[config.mk]
export PLATFORM = sky130hd
export DESIGN_NAME = sonar_obstacle_avoid_drive_top
export DESIGN_NICKNAME = d
export VERILOG_FILES = /design/src/rtl/sonar_pkg.sv /design/src/rtl/sonar_decide.sv /design/src/rtl/sonar_out_stage.sv /design/src/rtl/sonar_obstacle_avoid_drive_top.sv
export SDC_FILE = /design/constraint.sdc
export NUM_CORES = 1
export LEC_CHECK = 0
export ABC_CLOCK_PERIOD_IN_PS = 3290
export BUFFER_PORTS_ARGS = -buffer_cell sky130_fd_sc_hd__buf_2
export CAP_MARGIN = 15
export CORE_MARGIN = 3
export CORE_UTILIZATION = 54
export CTS_CLUSTER_DIAMETER = 50
export DETAILED_ROUTE_END_ITERATION = 16
export GPL_TIMING_DRIVEN = 0
export PLACE_DENSITY = 0.78
export SYNTH_ARGS = -nofsm -noshare
export SYNTH_HDL_FRONTEND = slang
export SYNTH_SLANG_ARGS = --single-unit
[constraint.sdc]
create_clock -name clk -period 3.29 [get_ports clk]
set_input_delay 0.329 -clock clk [delete_from_list [all_inputs] [get_ports clk]]
set_output_delay 0.329 -clock clk [all_outputs]
set_load 0.05 [all_outputs]
[src/rtl/sonar_pkg.sv]
// shared types, constants and the forward ramp table for the sonar drive controller
// no dependencies; used by every module in rtl/
`default_nettype none

package sonar_pkg;

    localparam int DIST_W  = 13;
    localparam int SPEED_W = 8;
    localparam int COUNT_W = 8;
    localparam int TICKS_W = 8;

    // forward ramp length in ticks, 1 .. 255
    localparam int RAMP_TICKS     = 50;
    localparam int RAMP_IDX_W     = $clog2(RAMP_TICKS + 1);
    localparam int RAMP_LUT_DEPTH = 2 ** RAMP_IDX_W;

    localparam logic [COUNT_W-1:0] BACKUP_LOW  = 8'd10;
    localparam logic [COUNT_W-1:0] BACKUP_HIGH = 8'd50;
    localparam logic [COUNT_W-1:0] COUNT_MAX   = 8'd255;
    localparam logic [SPEED_W-1:0] HALF_SPEED  = 8'd127;
    localparam logic [SPEED_W-1:0] ROT_SPEED   = 8'd50;
    localparam logic [SPEED_W-1:0] FULL_SPEED  = 8'd255;

    localparam int IN_TDATA_W  = 40;
    localparam int OUT_TDATA_W = 24;

    typedef enum logic [1:0] {
        CFG_STOP_DIST  = 2'd0,
        CFG_SLOW_DIST  = 2'd1,
        CFG_ROT_TICKS  = 2'd2,
        CFG_UNUSED     = 2'd3
    } cfg_index_t;

    typedef enum logic [1:0] {
        MOVE_STOP    = 2'd0,
        MOVE_FORWARD = 2'd1,
        MOVE_BACK    = 2'd2,
        MOVE_ROTATE  = 2'd3
    } move_code_t;

    typedef struct packed {
        logic [DIST_W-1:0]  stop_distance;
        logic [DIST_W-1:0]  slow_distance;
        logic [TICKS_W-1:0] rotate_ticks;
    } cfg_t;

    // packed from msb down, so move_code sits in the lowest bits
    typedef struct packed {
        logic               buzzer_start;
        logic [SPEED_W-1:0] right_speed;
        logic               right_forward;
        logic [SPEED_W-1:0] left_speed;
        logic               left_forward;
        move_code_t         move_code;
    } result_t;

    typedef struct packed {
        result_t first;
        result_t second;
        logic    two;
    } result_pair_t;

    typedef logic [SPEED_W-1:0] ramp_lut_t [RAMP_LUT_DEPTH];

    function automatic ramp_lut_t build_ramp_lut();
        ramp_lut_t lut;
        int pct;
        for (int i = 0; i < RAMP_LUT_DEPTH; i++)
        begin
            if (i < RAMP_TICKS)
            begin
                pct    = (i * 100) / RAMP_TICKS;
                lut[i] = SPEED_W'((pct * 255) / 100);
            end
            else
            begin
                lut[i] = FULL_SPEED;
            end
        end
        return lut;
    endfunction

    localparam ramp_lut_t RAMP_LUT = build_ramp_lut();

endpackage

`default_nettype wire

[src/rtl/sonar_decide.sv]
// per-tick decision logic and the three tick counters
// depends on sonar_pkg
`default_nettype none

module sonar_decide (
    input  wire logic                          clk,
    input  wire logic                          rst_n,
    input  wire sonar_pkg::cfg_t               cfg,
    input  wire logic [sonar_pkg::DIST_W-1:0]  front_left_dist,
    input  wire logic [sonar_pkg::DIST_W-1:0]  front_right_dist,
    input  wire logic [sonar_pkg::DIST_W-1:0]  side_left_dist,
    input  wire logic                          advance,
    output sonar_pkg::result_pair_t            pair
);

    logic [sonar_pkg::COUNT_W-1:0] ramp_reg, ramp_next;
    logic [sonar_pkg::COUNT_W-1:0] rotate_reg, rotate_next;
    logic [sonar_pkg::COUNT_W-1:0] backup_reg, backup_next;

    logic [sonar_pkg::COUNT_W-1:0] ramp_inc;
    logic slow_band, blocked, left_clear;
    logic backing, rotating;

    function automatic logic [sonar_pkg::COUNT_W-1:0] sat_inc(
        input logic [sonar_pkg::COUNT_W-1:0] v);
        return (v == sonar_pkg::COUNT_MAX) ? v : v + 1'b1;
    endfunction

    function automatic sonar_pkg::result_t make_result(
        input sonar_pkg::move_code_t code, input logic lf,
        input logic [sonar_pkg::SPEED_W-1:0] ls, input logic rf,
        input logic [sonar_pkg::SPEED_W-1:0] rs, input logic buz);
        sonar_pkg::result_t r;
        r.move_code     = code;
        r.left_forward  = lf;
        r.left_speed    = ls;
        r.right_forward = rf;
        r.right_speed   = rs;
        r.buzzer_start  = buz;
        return r;
    endfunction

    always_comb
    begin
        slow_band  = (front_left_dist < cfg.slow_distance && front_left_dist > cfg.stop_distance)
                  || (front_right_dist < cfg.slow_distance
                      && front_right_dist > cfg.stop_distance);
        blocked    = (front_left_dist < cfg.stop_distance && front_left_dist != '0)
                  || (front_right_dist < cfg.stop_distance && front_right_dist != '0);
        left_clear = (side_left_dist > cfg.stop_distance) || (side_left_dist == '0);
        ramp_inc   = sat_inc(ramp_reg);
        backing    = (backup_reg > sonar_pkg::BACKUP_LOW) && (backup_reg < sonar_pkg::BACKUP_HIGH);
        rotating   = (blocked && left_clear)
                  || (rotate_reg != '0 && rotate_reg < cfg.rotate_ticks && left_clear);
    end

    always_comb
    begin
        ramp_next   = ramp_inc;
        rotate_next = rotate_reg;
        backup_next = backup_reg;
        pair.two    = 1'b0;
        pair.second = make_result(sonar_pkg::MOVE_STOP, 1'b0, '0, 1'b0, '0, 1'b0);
        pair.first  = pair.second;
        priority if (backing)
        begin
            pair.first  = make_result(sonar_pkg::MOVE_BACK, 1'b0, sonar_pkg::HALF_SPEED,
                                      1'b0, sonar_pkg::HALF_SPEED, 1'b0);
            backup_next = backup_reg + 1'b1;
            ramp_next   = '0;
        end
        else if (slow_band && rotate_reg == '0)
        begin
            pair.first = make_result(sonar_pkg::MOVE_FORWARD, 1'b1, sonar_pkg::HALF_SPEED,
                                     1'b1, sonar_pkg::HALF_SPEED, 1'b0);
        end
        else if (rotating)
        begin
            // entering a rotation: stop first, then rotate
            pair.second = make_result(sonar_pkg::MOVE_ROTATE, 1'b0, sonar_pkg::ROT_SPEED,
                                      1'b1, sonar_pkg::ROT_SPEED, 1'b0);
            pair.two    = (rotate_reg == '0);
            if (rotate_reg != '0)
            begin
                pair.first = pair.second;
            end
            rotate_next = sat_inc(rotate_reg);
            ramp_next   = '0;
        end
        else if (blocked)
        begin
            // boxed in, left side not clear either
            rotate_next = '0;
            backup_next = sat_inc(backup_reg);
            pair.first  = make_result(sonar_pkg::MOVE_STOP, 1'b0, '0, 1'b0, '0, 1'b1);
        end
        else if (ramp_inc < sonar_pkg::COUNT_W'(sonar_pkg::RAMP_TICKS))
        begin
            rotate_next = '0;
            backup_next = '0;
            pair.first  = make_result(sonar_pkg::MOVE_FORWARD, 1'b1,
                                      sonar_pkg::RAMP_LUT[ramp_inc[sonar_pkg::RAMP_IDX_W-1:0]],
                                      1'b1,
                                      sonar_pkg::RAMP_LUT[ramp_inc[sonar_pkg::RAMP_IDX_W-1:0]],
                                      1'b0);
        end
        else
        begin
            rotate_next = '0;
            pair.first  = make_result(sonar_pkg::MOVE_FORWARD, 1'b1, sonar_pkg::FULL_SPEED,
                                      1'b1, sonar_pkg::FULL_SPEED, 1'b0);
        end
    end

    always_ff @(posedge clk or negedge rst_n)
    begin
        if (!rst_n)
        begin
            ramp_reg   <= '0;
            rotate_reg <= '0;
            backup_reg <= '0;
        end
        else if (advance)
        begin
            ramp_reg   <= ramp_next;
            rotate_reg <= rotate_next;
            backup_reg <= backup_next;
        end
    end

endmodule

`default_nettype wire

[src/rtl/sonar_out_stage.sv]
// result register holding the one or two results of a tick, drained in order
// depends on sonar_pkg
`default_nettype none

module sonar_out_stage (
    input  wire logic                    clk,
    input  wire logic                    rst_n,
    input  wire logic                    load,
    input  wire sonar_pkg::result_pair_t pair,
    output logic                         free,
    output logic                         out_valid,
    input  wire logic                    out_ready,
    output sonar_pkg::result_t           out_result,
    output logic                         out_last
);

    sonar_pkg::result_pair_t pair_reg;
    logic valid_reg, valid_next;
    logic phase_reg, phase_next;
    logic take;

    always_comb
    begin
        out_valid  = valid_reg;
        out_result = phase_reg ? pair_reg.second : pair_reg.first;
        out_last   = phase_reg || !pair_reg.two;
        take       = valid_reg && out_ready;
        free       = !valid_reg || (take && out_last);
        valid_next = valid_reg;
        phase_next = phase_reg;
        if (load)
        begin
            valid_next = 1'b1;
            phase_next = 1'b0;
        end
        else if (take)
        begin
            valid_next = !out_last;
            phase_next = !out_last;
        end
    end

    always_ff @(posedge clk or negedge rst_n)
    begin
        if (!rst_n)
        begin
            valid_reg <= 1'b0;
            phase_reg <= 1'b0;
        end
        else
        begin
            valid_reg <= valid_next;
            phase_reg <= phase_next;
        end
    end

    always_ff @(posedge clk)
    begin
        if (load)
        begin
            pair_reg <= pair;
        end
    end

endmodule

`default_nettype wire

[src/rtl/sonar_obstacle_avoid_drive_top.sv]
// top level of the sonar obstacle-avoiding drive controller
// depends on sonar_pkg, sonar_decide, sonar_out_stage
//
//  channel   dir  handshake                 payload
//  s_axis    in   s_tvalid / s_tready       s_tdata: three sonar distances
//  m_axis    out  m_tvalid / m_tready       m_tdata: wheel command, m_tlast: last of tick
//  cfg       in   cfg_wr_en                 cfg_index, cfg_wdata
//
// a tick passes an input register, then the decision logic, into the result
// register. an item that gives one result uses the output port once, a rotation
// entry (stop, then rotate) uses it twice, so the rate is one item per cycle
// while m_tready is high, apart from rotation entries. the input register
// refills while a result waits; with m_tready low the result register holds,
// and s_tready drops once the input register holds a tick too. reset clears all
// counters and loads the register defaults; no clearing pass.
`default_nettype none

module sonar_obstacle_avoid_drive_top (
    input  wire logic                              clk,
    input  wire logic                              rst_n,
    // fields from bit 0: front_left_dist[12:0], front_right_dist[25:13],
    // side_left_dist[38:26], zero pad [39]
    input  wire logic [sonar_pkg::IN_TDATA_W-1:0]  s_tdata,
    input  wire logic                              s_tvalid,
    output logic                                   s_tready,
    // fields from bit 0: move_code[1:0], left_forward[2], left_speed[10:3],
    // right_forward[11], right_speed[19:12], buzzer_start[20], zero pad [23:21]
    output logic [sonar_pkg::OUT_TDATA_W-1:0]      m_tdata,
    output logic                                   m_tlast,
    output logic                                   m_tvalid,
    input  wire logic                              m_tready,
    input  wire logic                              cfg_wr_en,
    input  wire sonar_pkg::cfg_index_t             cfg_index,
    input  wire logic [sonar_pkg::DIST_W-1:0]      cfg_wdata
);

    localparam int PAD_W = sonar_pkg::OUT_TDATA_W - $bits(sonar_pkg::result_t);

    // configuration registers
    sonar_pkg::cfg_t cfg_reg, cfg_next;

    // input register
    logic                         in_valid_reg;
    logic [sonar_pkg::DIST_W-1:0] fl_reg, fr_reg, sl_reg;

    logic                    stage_free;
    logic                    advance;
    sonar_pkg::result_pair_t pair;
    sonar_pkg::result_t      out_result;

    always_comb
    begin
        cfg_next = cfg_reg;
        if (cfg_wr_en)
        begin
            unique case (cfg_index)
                sonar_pkg::CFG_STOP_DIST: cfg_next.stop_distance = cfg_wdata;
                sonar_pkg::CFG_SLOW_DIST: cfg_next.slow_distance = cfg_wdata;
                sonar_pkg::CFG_ROT_TICKS:
                    cfg_next.rotate_ticks = cfg_wdata[sonar_pkg::TICKS_W-1:0];
                default: cfg_next = cfg_reg;
            endcase
        end
    end

    always_ff @(posedge clk or negedge rst_n)
    begin
        if (!rst_n)
        begin
            cfg_reg.stop_distance <= 13'd1000;
            cfg_reg.slow_distance <= 13'd2000;
            cfg_reg.rotate_ticks  <= 8'd25;
        end
        else
        begin
            cfg_reg <= cfg_next;
        end
    end

    // the input register moves on whenever the result register can take the tick
    assign advance  = in_valid_reg && stage_free;
    assign s_tready = !in_valid_reg || stage_free;

    always_ff @(posedge clk or negedge rst_n)
    begin
        if (!rst_n)
        begin
            in_valid_reg <= 1'b0;
        end
        else if (s_tready)
        begin
            in_valid_reg <= s_tvalid;
        end
    end

    always_ff @(posedge clk)
    begin
        if (s_tvalid && s_tready)
        begin
            fl_reg <= s_tdata[12:0];
            fr_reg <= s_tdata[25:13];
            sl_reg <= s_tdata[38:26];
        end
    end

    sonar_decide u_decide (
        .clk              (clk),
        .rst_n            (rst_n),
        .cfg              (cfg_reg),
        .front_left_dist  (fl_reg),
        .front_right_dist (fr_reg),
        .side_left_dist   (sl_reg),
        .advance          (advance),
        .pair             (pair)
    );

    sonar_out_stage u_out (
        .clk        (clk),
        .rst_n      (rst_n),
        .load       (advance),
        .pair       (pair),
        .free       (stage_free),
        .out_valid  (m_tvalid),
        .out_ready  (m_tready),
        .out_result (out_result),
        .out_last   (m_tlast)
    );

    assign m_tdata = {{PAD_W{1'b0}}, out_result};

    // the first of two results of a tick is always the stop before a rotation
    a_first_is_stop: assert property (@(posedge clk) disable iff (!rst_n)
        (m_tvalid && !m_tlast) |-> (m_tdata[1:0] == sonar_pkg::MOVE_STOP))
        else $error("non-final result of a tick is not a stop");

    // after that stop is taken the rotate result follows at once
    a_rotate_follows: assert property (@(posedge clk) disable iff (!rst_n)
        (m_tvalid && m_tready && !m_tlast) |=>
        (m_tvalid && m_tdata[1:0] == sonar_pkg::MOVE_ROTATE && m_tlast))
        else $error("rotate result missing after entry stop");

    // the buzzer only goes with a stop
    a_buzzer_stop: assert property (@(posedge clk) disable iff (!rst_n)
        (m_tvalid && m_tdata[20]) |-> (m_tdata[1:0] == sonar_pkg::MOVE_STOP))
        else $error("buzzer set on a moving command");

    // a held tick in the input register is never dropped
    a_input_held: assert property (@(posedge clk) disable iff (!rst_n)
        (in_valid_reg && !advance) |=> in_valid_reg)
        else $error("input tick lost while waiting");

endmodule

`default_nettype wire
==> results of run 1 <==
==> metal layers <==
| layer | vias to the layer above | part of all wire (%) | GRT usage (%) |
|---|---|---|---|
| met5 | - | 0 | 0 |
| met4 | 0 | 1.2 | 6.990 |
| met3 | 21 | 7.2 | 6.267 |
| met2 | 216 | 46 | 36.63 |
| met1 | 2972 | 46 | 34.01 |
| li1 | 3018 | - | - |
==> per-stage QoR <==
stage,total power [mW],std cells
6_report,7.528,1051
5_1_grt,8.022,1051
4_1_cts,7.510,1052
3_5_place_dp,5.685,1021
3_3_place_gp,5.606,1018
2_1_floorplan,4.820,760
==> cell families (layout without fill, tap and decap cells) <==
logic type / count (synthesis) / count (layout) / synth area share [%]
xor+xnor: 7 / 7 / 0.8211
simple gates: 236 / 236 / 15.62
fa+ha+maj: 82 / 82 / 13.74
mux: 24 / 24 / 3.586
other cells: 1 / 3 / 0.05022
buf+inv: 94 / 209 / 5.630
flops: 115 / 115 / 42.41
compound gates: 199 / 199 / 18.15
==> path summary, 6_finish.rpt <==
path	end	cells after the start
worst max-delay path	u_out.pair_reg[29]	13
worst min-delay path	fl_reg[12]	1
worst max register to register	u_out.pair_reg[29]	13
worst min register to register	cfg_reg[2]	1
max in group asynchronous	cfg_reg[28]	4
min in group asynchronous	u_decide.backup_reg[2]	2
==> cells in the mapped netlist, drive strengths merged (7+ instances only) <==
library cell  number  area, sq um
inv               55        206.5
clkbuf            19        71.32
a211oi            13        102.6
dfrtp             46         1151
buf               19        138.9
or3                7        43.79
o21ai             61        309.0
nor3              19        95.09
nor4               8        50.05
a21oi             39        198.9
dfstp             15        394.1
edfxtp            54         1622
o31ai             12        108.9
o211ai             7        57.55
a21o              12        90.09
mux2              22        247.7
ha                82         1026
nand4             17        106.4
nand2b            12        75.07
nor2b             10        62.56
nor2              50        187.7
nand2             61        229.0
nand3             28        140.1
==> power groups by stage <==
stage               clock network, mW  logic, mW  registers, mW
floorplan                           0       2.72           2.10
global placement                    0       3.45           2.16
detailed placement                  0       3.52           2.16
CTS                              1.80       3.57           2.14
global route                     1.87       3.95           2.20
finish                           1.78       3.60           2.15
==> timing repair <==
action	CTS	global route
gates resized for setup	6	7
gates cloned	0	0
hold buffers	1	0
buffers inserted	0	3
endpoints found under the setup margin	3	10
endpoints found under the hold margin	15	0
pin swaps	0	1
==> cell type report <==
| type | count | area (sq um) |
|---|---|---|
| fill | 1057 | 4603 |
| multi-input combinational | 551 | 3933 |
| sequential | 115 | 3171 |
| timing repair buffer | 89 | 494.2 |
| clock buffer | 21 | 481.7 |
| tap | 176 | 220.2 |
| inverter | 56 | 210.2 |
| buffer | 32 | 188.9 |
| clock inverter | 11 | 98.84 |
==> out/results.ini, run 1 <==
[timing]
period_share_pct = 95.52
grt_setup_unrepaired = yes
fin_setup_tns_ns = 0
timing.hold.ws_ns = 0.08641
hold_viol = 0
fmax_ghz = 0.3182
setup_viol = 0
worst_pin_slew_ns = 1.140
clock_skew_ns = 0.007100
worst_slack_ns = 0.1473
maxSlewHeadroom_pct = 23.85
timing.final.max_slew_violations = 0
min_period_ns = 3.143

[placed_design]
port_buffers = 82
globalplace.congestion = 0.9684
placed_area_sq_um = 8158
post-place-ws_ns = -0.2802
dpl.hpwl_microns = 13320

[synth]
synthesis.area_sq_um = 7467
yosysSeqAreaShare_pct = 42.41
synth_edf_count = 54
syn_avg_cell_area_sq_um = 9.851
syn_inst = 758
yosysUniqueCellTypes = 74
async_flop_share_pct = 53.04
ys_seq_elements = 115
ys_warn_count = 0
ys.flop_type = edfxtp_1

[pwr]
p_seq_share_pct = 28.6
power.net_switching_mw = 3.258
swShare_pct = 43.27
p_int_mw = 4.271
ir_worst_vdd_mv = 0.5063
power_density_nw_per_um2 = 855.8
combPwrFrac_pct = 47.8
p_leak_nw = 3.844
pwr-share-clk_pct = 23.6

[route]
via_count = 6227
vias_per_cell = 5.925
drc = 0
firstDrtPassIters = 5
routed_wl_microns = 17550
wl_per_cell_microns = 16.70
drt_iter0_markers = 505
ant_nets = 0

[flow_run]
drv_cap = 0

[worst_setup_path]
startpoint_type = flop
crit_type = flop to flop
crit_buf_inv = 2
path_cells = ha_4, nand4_1, or2_2, clkbuf_1, a21o_1, inv_2, ha_4, nand2_1, a31oi_1, o221ai_1, a21oi_1, o21ai_0, a211o_1
cp.required_ns = 3.45
cp_top_family = compound AO/OA/AOI/OAI gates
cp.arrival_ns = 3.31
r2r-start = u_decide.ramp_reg[1]
max_stage_delay_ns = 0.41
cpMostUsedCell = ha_4
crit_fanout = 8
rrSetupSlack_ns = 0.15
crit_start = u_decide.ramp_reg[1]
crit_slowest_cell = dfrtp_2
critPathCaptureType = flop

[floorplan]
row_count = 42
core-area_sq_um = 13400
pin_count = 87
initial_utilization_pct = 55.72
die_area_sq_um = 15270
fp.dieW_microns = 123.6
fp.dieH_microns = 123.6

[finish]
largest_reg_flops = 34
syn2layout_area_growth_pct = 17.81
nets = 1004
antenna_cells = 0
final_area_sq_um = 8797
final_cell_mix = buf_2, ha_1, nand2_1
post-route-util_pct = 65.65
final_common_cell = buf_2
layout-drive-gt1-share_pct = 22.40

[worst_hold_path]
hp-class = input port to flop
hp-start = s_tdata[12]

[clock_network]
cts_made_buffers = 17
cts_tree = built
clk_latency_ns = 0.42
cts_htree_levels = 4
cts_sinks = 115
cts_max_path_buffers = 2
clk_pin_slew_ns = 0.05
cts_root_buffer = clkbuf_16

[global_routing]
grt_pass1_vias = 5669
grt_overflow = 0
grt_util_all_layers_pct = 24.06
grt_pass1_wl_microns = 28320
grt_max_degree = 40
antenna_found_initial = 0

[status]
outcome = completed

(Power assumes the default switching activity.)
==> run 2, diff against run 1 <==
--- a/config.mk
+++ b/config.mk
@@ -5,15 +5,15 @@
 export SDC_FILE = /design/constraint.sdc
 export NUM_CORES = 1
 export LEC_CHECK = 0
+export ABC_AREA = 1
 export ABC_CLOCK_PERIOD_IN_PS = 3290
 export BUFFER_PORTS_ARGS = -buffer_cell sky130_fd_sc_hd__buf_2
 export CAP_MARGIN = 15
 export CORE_MARGIN = 3
-export CORE_UTILIZATION = 54
+export CORE_UTILIZATION = 35
 export CTS_CLUSTER_DIAMETER = 50
 export DETAILED_ROUTE_END_ITERATION = 16
 export GPL_TIMING_DRIVEN = 0
-export PLACE_DENSITY = 0.78
 export SYNTH_ARGS = -nofsm -noshare
 export SYNTH_HDL_FRONTEND = slang
 export SYNTH_SLANG_ARGS = --single-unit
==> out/results.ini, run 2 <==
[route]
wl_per_cell_microns = 13.51
vias_per_cell = 4.730
routed_wl_microns = 18240
ant_nets = 0
top_layer = met4
firstDrtPassIters = 5
drt_iter0_markers = 390
met2_length_microns = 8138
wl_met3_microns = 790
drc = 0
met1_length_microns = 9075
via_count = 6385

[finish]
layout-drive-gt1-share_pct = 17.02
final_common_cell = nand2_1
multi_input_area_sq_um = 3771
seq_area_sq_um = 3167
nets = 1204
fillCellCount = 2127
syn2layout_area_growth_pct = 17.03
final_cell_mix = nand2_1, inv_1, buf_2
largest_reg_flops = 34
antenna_cells = 0
fin_cells = 1350

[synth]
netlist.area_leader.share_pct = 21.14
synth.area.top_cells = edfxtp_1, dfrtp_1, ha_1
ys_seq_elements = 115
yosysSeqAreaShare_pct = 41.28
yosysMostFrequentCell = nand2_1
ys_top_cells_by_count = nand2_1, inv_1, ha_1, nand3_1, nor2_1
ys.flop_type = edfxtp_1
yosysTopAreaCell = edfxtp_1
ys_warn_count = 0
async_flop_share_pct = 53.04
yosysUniqueCellTypes = 45
synthesis.area_sq_um = 7672
synth_edf_count = 54
syn_inst = 959
syn_avg_cell_area_sq_um = 8.000

[worst_setup_path]
startpoint_type = flop
cp.required_ns = 3.61
cp.arrival_ns = 3.09
crit_type = flop to flop
crit_fanout = 9
critPathCaptureType = flop

[flow_run]
drv_cap = 0

[pwr]
pwr-share-clk_pct = 22.7
power.net_switching_mw = 3.406
swShare_pct = 45.82
combPwrFrac_pct = 47.7
p_seq_share_pct = 29.5
p_leak_nw = 4.517
p_int_mw = 4.027
ir_worst_vdd_mv = 0.3346
power_density_nw_per_um2 = 827.8

[status]
violations = negative hold slack
outcome = finished, violations left

[clock_network]
ctsResizeCount = 0
cts.hold.buffers_added = 0
clk_latency_ns = 0.42
clk_pin_slew_ns = 0.06
cts_made_buffers = 17
cts_setup_buffers = 0
cts_htree_levels = 4
cts_tree = built
cts_root_buffer = clkbuf_16
cts_max_path_buffers = 2
cts_sinks = 115

[timing]
clock_skew_ns = 0.009381
timing.hold.ws_ns = -0.004467
grt_setup_unrepaired = no
min_period_ns = 2.775
worst_slack_ns = 0.5152
period_share_pct = 84.34
fmax_ghz = 0.3604
maxSlewHeadroom_pct = 45.59
hold_viol = 3
setup_viol = 0
fin_setup_tns_ns = 0
timing.final.max_slew_violations = 0
worst_pin_slew_ns = 0.8162

[global_routing]
grt_max_degree = 62
antenna_found_initial = 0
grt_overflow = 0
grt_pass1_wl_microns = 30740
grt_pass1_vias = 6244
grt_util_all_layers_pct = 16.03

[floorplan]
pin_count = 87
row_count = 53
core-area_sq_um = 21290
fp.dieH_microns = 154.1
die_area_sq_um = 23730
fp.dieW_microns = 154.1
initial_utilization_pct = 36.04

[placed_design]
post-place-ws_ns = 0.5327
post-place-cells = 1318
port_buffers = 82
dpl.hpwl_microns = 14160
globalplace.congestion = 0.8782

[worst_hold_path]
hp-class = input port to async pin

-- run 2: cell types whose count changed in the layout (fill, tap and decap cells not counted), sizes merged, moves of 10 or more --
| cell | previous run | this run |
|---|---|---|
| o31ai | 12 | 0 |
| a211oi | 13 | 3 |
| nand2b | 12 | 0 |
| nor2 | 50 | 72 |
| clkbuf | 35 | 24 |
| nor2b | 10 | 0 |
| nand2 | 61 | 283 |
| a21o | 12 | 1 |
| inv | 59 | 152 |
| nand3 | 28 | 72 |
| mux2 | 22 | 0 |
-- run 2: critical path, stage by stage (launching register included) --
cell,delay (ns)
dfstp_2,0.53
inv_1,0.08
ha_1,0.31
nand2_1,0.09
inv_1,0.04
nand2_1,0.06
nand2_1,0.04
a21oi_1,0.17
nand3_1,0.19
nand2_1,0.17
clkinv_1,0.26
nand2_1,0.24
nor2_4,0.07
nor2_8,0.16
nand2_4,0.11
nand2_1,0.09
nand2_1,0.05
-- run 2: kinds of logic after synthesis --
| logic type | share of synthesized area [%] |
|---|---|
| xor gates and xnor gates | 1.370 |
| and+or+nand+nor | 26.16 |
| DFF | 41.28 |
| adders and majority gates | 13.37 |
| other | 0.04888 |
| AOI/OAI and AO/OA | 8.105 |
| buffers and inverters | 9.670 |
-- run 2: per-layer routing --
metal | vias up | GRT usage, %
met5 | - | 0
met4 | 0 | 4.542
met1 | 2912 | 22.68
met3 | 20 | 3.546
li1 | 3315 | -
met2 | 138 | 24.73
-- run 2: final timing paths --
path                       depth (start not counted)  slack, ns                      to         from
min in group clk                                   1       0.08               sl_reg[7]  s_tdata[33]
min                                                1     -0.004  u_decide.rotate_reg[1]        rst_n
max in group asynchronous                          1       2.76    u_decide.ramp_reg[2]        rst_n
max                                               16       0.52  u_decide.backup_reg[4]  cfg_reg[29]
max reg2reg                                       16       0.52  u_decide.backup_reg[4]  cfg_reg[29]
min reg2reg                                        2       0.48              cfg_reg[6]   cfg_reg[6]
-- run 2: area by class of cell --
cell class	count	area share (%)
Timing Repair Buffer	82	4.599
Tap cell	275	3.832
Multi-Input combinational cell	673	42.00
Inverter	147	6.145
Clock inverter	14	1.143
Buffer	26	2.118
Clock buffer	18	4.891
Sequential cell	115	35.27
-- run 2: power groups by stage --
stage	clock (mW)	sequential, mW	combinational, mW
after global routing	1.80	2.24	4.03
after CTS	1.72	2.20	3.57
after detailed placement	0	2.22	3.55
after global placement	0	2.22	3.51
after floorplan	0	2.15	2.74
final	1.69	2.19	3.55
-- run 2: metrics by stage --
stage / hold slack [ns] / power (mW) / area [sq um] / utilization, %
after CTS: 0.02426 / 7.491 / 8979 / 42.18
after floorplan: 0.03341 / 4.891 / 7680 / -
after detailed placement: 0.4728 / 5.772 / 8437 / 39.63
after global routing: 0.05067 / 8.066 / 8979 / 42.18
after global placement: 0.4685 / 5.734 / 8434 / 39.62
final: -0.004467 / 7.433 / 8979 / 42.18
==> run 3, diff against run 2 <==
--- a/config.mk
+++ b/config.mk
@@ -6,7 +6,7 @@
 export NUM_CORES = 1
 export LEC_CHECK = 0
 export ABC_AREA = 1
-export ABC_CLOCK_PERIOD_IN_PS = 3290
+export ABC_CLOCK_PERIOD_IN_PS = 2700
 export BUFFER_PORTS_ARGS = -buffer_cell sky130_fd_sc_hd__buf_2
 export CAP_MARGIN = 15
 export CORE_MARGIN = 3
==> constraint.sdc (replaced) <==
create_clock -name clk -period 2.7 [get_ports clk]
set_input_delay 0.27 -clock clk [delete_from_list [all_inputs] [get_ports clk]]
set_output_delay 0.27 -clock clk [all_outputs]
set_load 0.05 [all_outputs]
==> out/results.ini, run 3 (synthesized netlist as in run 2, its figures left out) <==
[status]
outcome = completed

[placed_design]
placed_area_sq_um = 8443
globalplace.congestion = 0.8749
port_buffers = 82
dpl.hpwl_microns = 14110
post-place-cells = 1318

[pwr]
p_int_mw = 5.029
power_density_nw_per_um2 = 1015
swShare_pct = 45.45
p_leak_nw = 4.532
p_seq_share_pct = 28.9
ir_worst_vdd_mv = 0.4675
combPwrFrac_pct = 48.5
pwr-share-clk_pct = 22.6
power.net_switching_mw = 4.190

[timing]
period_share_pct = 94.46
grt_setup_unrepaired = no
worst_pin_slew_ns = 0.7896
maxSlewHeadroom_pct = 47.36
hold_viol = 0
min_period_ns = 2.550
timing.final.max_slew_violations = 0
clock_skew_ns = 0.01082
setup_viol = 0
fmax_ghz = 0.3921

[worst_setup_path]
startpoint_type = flop
cp.required_ns = 3.04
crit_fanout = 10
critPathCaptureType = flop
cp.arrival_ns = 2.89
crit_type = flop to flop

[clock_network]
cts_htree_levels = 4
cts_tree = built
cts_made_buffers = 17
cts_root_buffer = clkbuf_16
cts_max_path_buffers = 2
clk_pin_slew_ns = 0.06
clk_latency_ns = 0.43
cts_sinks = 115

[global_routing]
grt_max_degree = 62
grt_overflow = 0
grt_pass1_wl_microns = 30310
antenna_found_initial = 0
grt_pass1_vias = 6069
grt_util_all_layers_pct = 15.76

[floorplan]
pin_count = 87
die_area_sq_um = 23730
initial_utilization_pct = 36.04
fp.dieW_microns = 154.1
fp.dieH_microns = 154.1
row_count = 53
core-area_sq_um = 21290

[finish]
fin_cells = 1354
nets = 1208
final_cell_mix = nand2_1, inv_1, buf_2
seq_area_sq_um = 3168
fillCellCount = 2144
final_area_sq_um = 9080
layout-drive-gt1-share_pct = 18.54
antenna_cells = 0
multi_input_area_sq_um = 3826
final_common_cell = nand2_1
post-route-util_pct = 42.66
largest_reg_flops = 34
syn2layout_area_growth_pct = 18.35

[route]
routed_wl_microns = 18500
drt_iter0_markers = 385
vias_per_cell = 4.724
firstDrtPassIters = 5
wl_per_cell_microns = 13.66
drc = 0
via_count = 6396
ant_nets = 0

[flow_run]
drv_cap = 0

[worst_hold_path]
hp-class = input port to flop

## run 3: worst max-delay path: stages, from the launching register on
cell and delay [ns]:
dfstp_2 0.52, inv_1 0.08, ha_1 0.29, nand4_1 0.13, nor2_1 0.25, nand3_1 0.11
nand2_1 0.06, nand2_1 0.05, nand2_1 0.18, nand2_4 0.15, inv_4 0.12, nand2_1 0.07
nand2_2 0.12, buf_4 0.19, nand2_1 0.06, o21ai_1 0.07
## run 3: final timing paths
| path | endpoint | slack [ns] | cells after the start | startpoint |
|---|---|---|---|---|
| setup / recovery | u_decide.rotate_reg[6] | 0.15 | 15 | cfg_reg[30] |
| hold / removal | fr_reg[10] | 0.02 | 1 | s_tdata[23] |
| setup reg to reg | u_decide.rotate_reg[6] | 0.15 | 15 | cfg_reg[30] |
| hold reg to reg | cfg_reg[7] | 0.48 | 2 | cfg_reg[7] |
| max in group asynchronous | u_decide.ramp_reg[0] | 1.66 | 2 | rst_n |
| min in group asynchronous | u_out.out_valid | 0.47 | 2 | rst_n |
## run 3: layout make-up
type                            count  area share (%)
Multi-Input combinational cell    673           42.14
Sequential cell                   115           34.89
Inverter                          147           6.173
Timing Repair Buffer               85           4.823
Clock buffer                       18           4.726
Tap cell                          275           3.789
Buffer                             26           2.122
Clock inverter                     14           1.254
Timing Repair inverter              1         0.08268
## run 3: stage by stage
step,power [mW],worst slack (ns),TNS (ns),hold WS [ns]
2_1_floorplan,5.966,0.06024,0,-0.02559
3_3_place_gp,6.989,-0.07812,-0.5958,0.4470
3_5_place_dp,7.046,-0.1083,-1.129,0.4130
4_1_cts,9.164,0.02851,0,0.0005045
5_1_grt,9.987,0.001094,0,0.0004213
6_report,9.219,0.1497,0,0.01596
## run 3: power by group through the flow
stage | clock [mW] | sequential (mW) | combinational, mW
global route | 2.21 | 2.72 | 5.06
finish | 2.08 | 2.66 | 4.47
CTS | 2.12 | 2.68 | 4.37
floorplan | 0 | 2.62 | 3.35
global placement | 0 | 2.70 | 4.28
detailed placement | 0 | 2.71 | 4.34
## run 3: timing repair
item                                    4_1_cts  5_1_grt
endpoints found under the setup margin       23       69
hold buffers                                  1        0
gates cloned                                  0        1
buffers inserted                              0        2
endpoints found under the hold margin        46        0
resized for setup                             3       19
## run 3: routing by layer
metal / vias to the layer above / routed length (microns) / track usage (%)
li1: 3324 / - / -
met1: 2919 / 9064 / 22.31
met2: 130 / 8269 / 23.65
met3: 23 / 816 / 3.349
met4: 0 / 352 / 6.013
met5: - / 0 / 0
